**src/sv/balt_ram.sv**
```systemverilog
// Generic single-port-write, single-port-read RAM with registered read data.
module balt_ram #(
    parameter int WIDTH = 8,
    parameter int DEPTH = 16
) (
    input  logic                     i_clk,
    input  logic                     i_we,
    input  logic [$clog2(DEPTH)-1:0] i_waddr,
    input  logic [WIDTH-1:0]         i_wdata,
    input  logic                     i_re,
    input  logic [$clog2(DEPTH)-1:0] i_raddr,
    output logic [WIDTH-1:0]         o_rdata
);
    logic [WIDTH-1:0] r_mem [DEPTH];
    logic [WIDTH-1:0] r_rdata;

    // Write port
    always_ff @(posedge i_clk) begin
        if (i_we) begin
            r_mem[i_waddr] <= i_wdata;
        end
    end

    // Read port: data holds until the next read
    always_ff @(posedge i_clk) begin
        if (i_re) begin
            r_rdata <= r_mem[i_raddr];
        end
    end

    assign o_rdata = r_rdata;
endmodule

```
**config.mk**
```make
export PLATFORM = sky130hd
export DESIGN_NAME = balt_ram
export DESIGN_NICKNAME = d
export VERILOG_FILES = /design/src/sv/balt_ram.sv
export SDC_FILE = /design/constraint.sdc
export NUM_CORES = 1
export LEC_CHECK = 0
export ABC_AREA = 1
export BUFFER_PORTS_ARGS = -buffer_cell sky130_fd_sc_hd__buf_4
export CORE_ASPECT_RATIO = 1.25
export CORE_MARGIN = 2
export CORE_UTILIZATION = 55
export CTS_CLUSTER_SIZE = 20
export DETAILED_ROUTE_END_ITERATION = 10
export PLACE_DENSITY = 0.73
export RECOVER_POWER = 100
export REMOVE_ABC_BUFFERS = 1
export SLEW_MARGIN = 40
export SYNTH_ARGS = -nofsm -noshare
export SYNTH_HDL_FRONTEND = slang
export SYNTH_SLANG_ARGS = --single-unit
```
**constraint.sdc**
```tcl
create_clock -name i_clk -period 1.6 [get_ports i_clk]
set_input_delay 0.16 -clock i_clk [delete_from_list [all_inputs] [get_ports i_clk]]
set_output_delay 0.16 -clock i_clk [all_outputs]
set_load 0.01 [all_outputs]
```
Word level (Yosys, flattened, before mapping)
Memories as Yosys holds them, arrays and structs flattened. A register that Yosys moved wholly into a read port is not among the register bits.
Cells that the tools add are included.
Word-level totals
  RAM bits: 128
  flip-flop bits (word level): 0
  memories kept: 1
  output and inout bits: 8
Operators by class
  mux-type cells: 2
Memory list
  r_mem: depth 16, width 8, read ports 1, clocked after memory_dff 1, write ports 1, line 14  | logic [WIDTH-1:0] r_mem [DEPTH];
Operators by type and width (number)
  $mux 1: 2

Depth between registers and ports, before layout
Gate-level depths: netlist of run 1.
  depth after elaboration: 2
  mapped depth: 8
  mapped depth without buffers: 7

Worst setup path before layout of run 1
No wires, ideal clock.
  path type: input -> register
  start point: in i_waddr[2]
  end point: mem r_mem[10][0] (enable)
  library setup time: 0.370 ns
  stages: 2
  setup slack: 0.489 ns
  arrival time: 0.741 ns
  path buffers: 0
  cell sequence: nand3b_1 > nor2_1
RTL lines
  start: declaration: line 8  | input logic [$clog2(DEPTH)-1:0] i_waddr,
  end: declaration: line 14
Straight into the memory's write port.

==> summary.md, run 1 <==
| Metric | Value |
|---|---|
| Clk_skew | 5.75 ps |
| Buffers & Inverters on Critical Path | 1 |
| Drt initial violations | 364 |
| Total power | 8.34 mW |
| Gr ovfl total | 0 |
| Layout cell share with drive strength beyond 1 | 0.0725 |
| Setup CP Type | reg -> reg |
| Die Width | 96.2 µm |
| Final core utilization | 0.639 |
| CTS tree | done |
| Worst setup EP type | flip-flop |
| Detailed Routing Iterations Pass 1 | 5 |
| Tmin final | 1180 ps |
| Post-Syn Instances | 551 |
| GP Congestion | 0.842 |
| Largest net degree at the start of global routing | 55 |
| GR Util All Layers | 0.241 |
| Initial antenna violation count | 0 |
| Crit share post-route | 0.735 |
| Maximum VDD drop | 0.728 mV |
| Mean routed wirelength per cell | 17.1 µm |
| Startpoint types | flip-flop |
| Final Max Tran Viols | 0 |
| Residual DRC | 0 |
| Hold Worst Slack | 160 ps |
| CP max FO | 1 |
| Worst hold path class | in -> reg |
| Via count | 3861 |
| Io pins | 27 |
| I/O Buffers | 26 |
| Leakage power | 2.81 nW |
| Critical-path cell list | inv_1, nand2_1, nand3_1, nand3_1, nand3_1, nand2_1 |
| Synth top area share | 0.698 |
| Rows | 42 |
| # resized after CTS | 0 |
| Post-CTS Hold Buffers | 0 |
| Post-CTS Setup Bufs | 0 |
| FMAX | 0.851 GHz |
| Synth Area in Compound Gates | 0 |
| Clk sink count | 136 |
| Synth warn | 0 |
| WL final | 12.7 mm |
| Detail Placement HPWL | 7.68 mm |
| Largest cells by area after synthesis | edfxtp_1 70%, nand2_1 11%, nand3_1 8.3% |
| Sequential area share after synthesis | 0.698 |
| Critical Path RT | 1770 ps |
| Diode count | 0 |
| Slowest stage delay, CP | 380 ps |
| CTS Root Cell | clkbuf_16 |
| Most frequent CP cell | nand3_1 |
| Placement Setup Slack | 202 ps |
| Vias in the first global route | 3706 |
| CTS buffer count | 17 |
| Clk_lat worst skew | 420 ps |
| Post-Synth Simple-Gate Area | 0.208 |
| Slew @ Worst Pin | 888 ps |
| Initial Utilization | 0.559 |
| Worst Path Arrival | 1350 ps |
| Core area | 0.0105 mm² |
| Cell taking the most area after synthesis | edfxtp_1 |
| Final #Nets | 614 |
| Area grow syn2layout | 14.3% |
| Number of max-cap violations | 0 |
| R2R Setup Slk | 420 ps |
| Clock-pin transition on the worst setup and hold timing paths | 60 ps |
| Most common cell after layout, fill and taps aside | nand2_1 |
| Main combinational cell family by area after synthesis | simple AND/OR/NAND/NOR gates |
| XOR/XNOR Fraction of Synth Area | 0 |
| Synth Cell Area | 0.00585 mm² |
| Via/cell ratio | 5.22 |
| Commonest cells after routing, fill and taps aside | 173 x nand2_1, 136 x edfxtp_1, 100 x inv_1 |
| Synth Register Bits | 136 |
| Final WS setup | 424 ps |
| Mux cell area share after synthesis | 0 |
| Global-route wire length before repair | 19.6 mm |
| CTS H-Tree Depth | 4 |
| Hold Violations, Final | 0 |
| Fin Setup TNS | 0 ps |
| Die area | 0.0115 mm² |
| Slew margin rel. | 0.408 |
| Max Root-Sink Buffers | 2 |
| Setup violations, final | 0 |
| Antenna-violating nets left | 0 |
| RSZ-0062 raised after global routing | no |
| Adder-Cell Fraction of Synth Area | 0 |
| CP max stage cell | edfxtp_1 |
| Die Ht | 119 µm |
| Cell Pwr Density | 1250 mW/mm² |
| Netlist cell types | 11 |
| Kind of cell adding the most delay to the critical path | simple AND/OR/NAND/NOR gates |
| Syn avg cell area | 10.6 µm² |
| Status | complete, no violations |
==> worst min-delay path, delay by kind of cell <==
| family | cells | cell delay [ps] |
|---|---|---|
| simple gates | 2 | 150 |
| buf+inv | 1 | 160 |
==> worst paths after layout <==
path,start,to,cells past startpoint
min reg2reg,r_mem[1][5],o_rdata[5],6
max reg2reg,r_mem[5][4],o_rdata[4],6
max,r_mem[5][4],o_rdata[4],6
min,i_raddr[3],o_rdata[3],3
==> power breakdown <==
group / switching (mW) / leakage [nW] / total, mW / internal [mW]
combinational: 0.341 / 1.30 / 0.475 / 0.134
clock: 1.40 / 0.274 / 3.82 / 2.42
sequential: 0.0219 / 1.24 / 4.04 / 4.02
total: 1.76 / 2.81 / 8.34 / 6.58
==> final cells by class <==
type / count / area, µm²
Tap cell: 132 / 165
Sequential cell: 136 / 4080
Multi-Input combinational cell: 289 / 1210
Inverter: 102 / 383
Clock inverter: 13 / 156
Timing Repair Buffer: 49 / 254
Fill cell: 800 / 3770
Clock buffer: 18 / 429
==> synthesized netlist by cell type, drive strengths merged <==
master / count
nand2: 173
nor2: 17
buf: 24
edfxtp: 136
inv: 102
nand3: 97
nand3b: 2
==> layer usage <==
metal / share of wire / global-route usage
met1: 0.38 / 0.304
met2: 0.51 / 0.395
met3: 0.076 / 0.0607
met4: 0.028 / 0.0973
met5: 0 / 0
==> state kept, by name, summed over array words and instances (netlist names) <==
signal   flops
o_rdata      8
r_mem      128
==> stage by stage <==
step                instance area (µm²)  instances
floorplan                          5680        527
global placement                   6240        708
detailed placement                 6240        708
CTS                                6820        739
global route                       6690        739
finish                             6690        739
==> cells by family (layout without fill, tap and decap cells) <==
group                  after synthesis  count (layout)
AND/OR/NAND/NOR                    289             289
flip-flops                         136             136
buffers and inverters              126             182
No activity file was read; power rests on OpenSTA's default activity.
==> inputs of run 2 (changes only) <==
==> constraint.sdc (replaced) <==
create_clock -name i_clk -period 1.1 [get_ports i_clk]
set_input_delay 0.11 -clock i_clk [delete_from_list [all_inputs] [get_ports i_clk]]
set_output_delay 0.11 -clock i_clk [all_outputs]
set_load 0.01 [all_outputs]
==> summary.md, run 2 (synthesis results as in run 1) <==
| Metric | Value |
|---|---|
| Detail Placement HPWL | 8.14 mm |
| FMAX | 0.890 GHz |
| R2R depth | 6 |
| Die area | 0.0115 mm² |
| Largest reg by FF count | r_mem |
| Largest net degree at the start of global routing | 40 |
| Startpoint types | flip-flop |
| Gr ovfl total | 0 |
| Area grow syn2layout | 19.9% |
| Failing checks | negative setup slack |
| Antenna-violating nets left | 0 |
| Clk sink count | 136 |
| Via count | 4012 |
| Met2 WL post-DR | 7.19 mm |
| Slew margin rel. | 0.400 |
| Final Non-Filler Cells | 745 |
| Initial antenna violation count | 0 |
| Max layer used | met4 |
| RSZ-0062 raised after global routing | yes |
| Worst hold path class | in -> reg |
| Number of max-cap violations | 0 |
| Vias in the first global route | 3855 |
| Post-Place Cells | 712 |
| Hold worst-path end | o_rdata[5] |
| CTS tree | done |
| CTS buffer count | 17 |
| Detailed Routing Iterations Pass 1 | 5 |
| R2R Setup Slk | -20 ps |
| Setup violations, final | 2 |
| Hold depth | 3 |
| Wl on met1 | 5.02 mm |
| Io pins | 27 |
| Clock-pin transition on the worst setup and hold timing paths | 50 ps |
| Mean routed wirelength per cell | 18.1 µm |
| Final Max Tran Viols | 0 |
| Die Width | 96.2 µm |
| Drt initial violations | 344 |
| Placed Area | 0.00633 mm² |
| Crit share post-route | 1.02 |
| Rows | 42 |
| Clk_lat worst skew | 410 ps |
| Maximum VDD drop | 1.27 mV |
| Slew @ Worst Pin | 900 ps |
| Die Ht | 119 µm |
| Layout cell share with drive strength beyond 1 | 0.158 |
| Largest register FFs | 128 |
| CTS Root Cell | clkbuf_16 |
| Hold Worst Slack | 109 ps |
| Hold wc startpoint | i_raddr[3] |
| Commonest cells after routing, fill and taps aside | 171 x nand2_1, 136 x edfxtp_1, 99 x inv_1 |
| Critical-path cell list | inv_1, nand2_1, nand3_1, nand3_2, nand3_2, nand2_1 |
| Reg2Reg Launch Point | r_mem[3][2] |
| Critical Path RT | 1270 ps |
| Met3 wire length | 871 µm |
| Final #Nets | 619 |
| Kind of cell adding the most delay to the critical path | simple AND/OR/NAND/NOR gates |
| Capturing point of the worst reg2reg path | o_rdata[2] |
| CTS H-Tree Depth | 4 |
| Leakage power | 2.99 nW |
| Core area | 0.0105 mm² |
| GR Util All Layers | 0.244 |
| I/O Buffers | 26 |
| Status | finished, violations left |
| Setup CP Type | reg -> reg |
| Hold Violations, Final | 0 |
| Max Root-Sink Buffers | 2 |
| Worst setup EP type | flip-flop |
| Initial Utilization | 0.559 |
| Fillcell total | 781 |
| WL final | 13.5 mm |
| CP max stage cell | edfxtp_1 |
| Final instance area | 0.00701 mm² |
| Residual DRC | 0 |
| Via/cell ratio | 5.39 |
| Most common cell after layout, fill and taps aside | nand2_1 |
| GP Congestion | 0.883 |
| Worst Path Arrival | 1290 ps |
| Final core utilization | 0.670 |
| Global-route wire length before repair | 19.7 mm |
| Cell Pwr Density | 1740 mW/mm² |
| Diode count | 0 |
| Buffers & Inverters on Critical Path | 1 |
| Clk_skew | 3.99 ps |
| Final WS setup | -23.5 ps |
| Post-CTS Setup Bufs | 0 |
| Tmin final | 1120 ps |
| Slowest stage delay, CP | 360 ps |
| CP max FO | 1 |
run 2: timing repair:
action	4_1_cts	5_1_grt
gates cloned	0	0
endpoints found under the setup margin	9	9
hold buffers	1	0
resized for setup	11	33
hold endpoints to repair	8	0
pin swaps	0	27
run 2: worst max path at each step:
stage | start | slack [ps] | cells after the start | endpoint
final | r_mem[3][2] | -20 | 6 | o_rdata[2]
after global routing | r_mem[3][2] | -90 | 6 | o_rdata[2]
after CTS | r_mem[7][3] | -6 | 6 | o_rdata[3]
after detailed placement | i_raddr[0] | -200 | 8 | o_rdata[3]
after global placement | i_raddr[0] | -170 | 7 | o_rdata[1]
after floorplan | i_raddr[0] | -130 | 6 | o_rdata[2]
run 2: area by class of cell:
class / count / area, µm² / area share
clock inverters: 10 / 128 / 0.0182
flip-flops and latches: 136 / 4080 / 0.583
inverters: 102 / 383 / 0.0546
multi-input cells: 289 / 1410 / 0.202
repair buffers: 54 / 393 / 0.0560
well taps: 132 / 165 / 0.0236
clock buffers: 22 / 444 / 0.0634
run 2: metrics by stage:
step | TNS (ps) | worst slack (ps) | total power [mW]
5_1_grt | -293 | -86.0 | 12.5
4_1_cts | -15.9 | -5.83 | 12.2
2_1_floorplan | -989 | -131 | 6.30
3_5_place_dp | -2160 | -205 | 6.77
3_3_place_gp | -1250 | -175 | 6.74
6_report | -38.8 | -23.5 | 12.2
run 2: report_power, final:
part | total (mW) | internal, mW | switching, mW
clock | 5.46 | 3.53 | 1.93
combinational | 0.837 | 0.273 | 0.564
sequential | 5.88 | 5.85 | 0.0342
run 2: worst register-to-register path, cell delays in order, from the launching register on:
cell and delay (ps):
edfxtp_1 360, inv_1 60, nand2_1 70, nand3_1 130, nand3_2 90, nand3_2 100
nand2_1 60
run 2: metal layers:
metal  vias up  GRT usage
met3        22     0.0595
met4         0      0.113
met2       161      0.413
met5         -          0
met1      1948      0.289
li1       1881          -
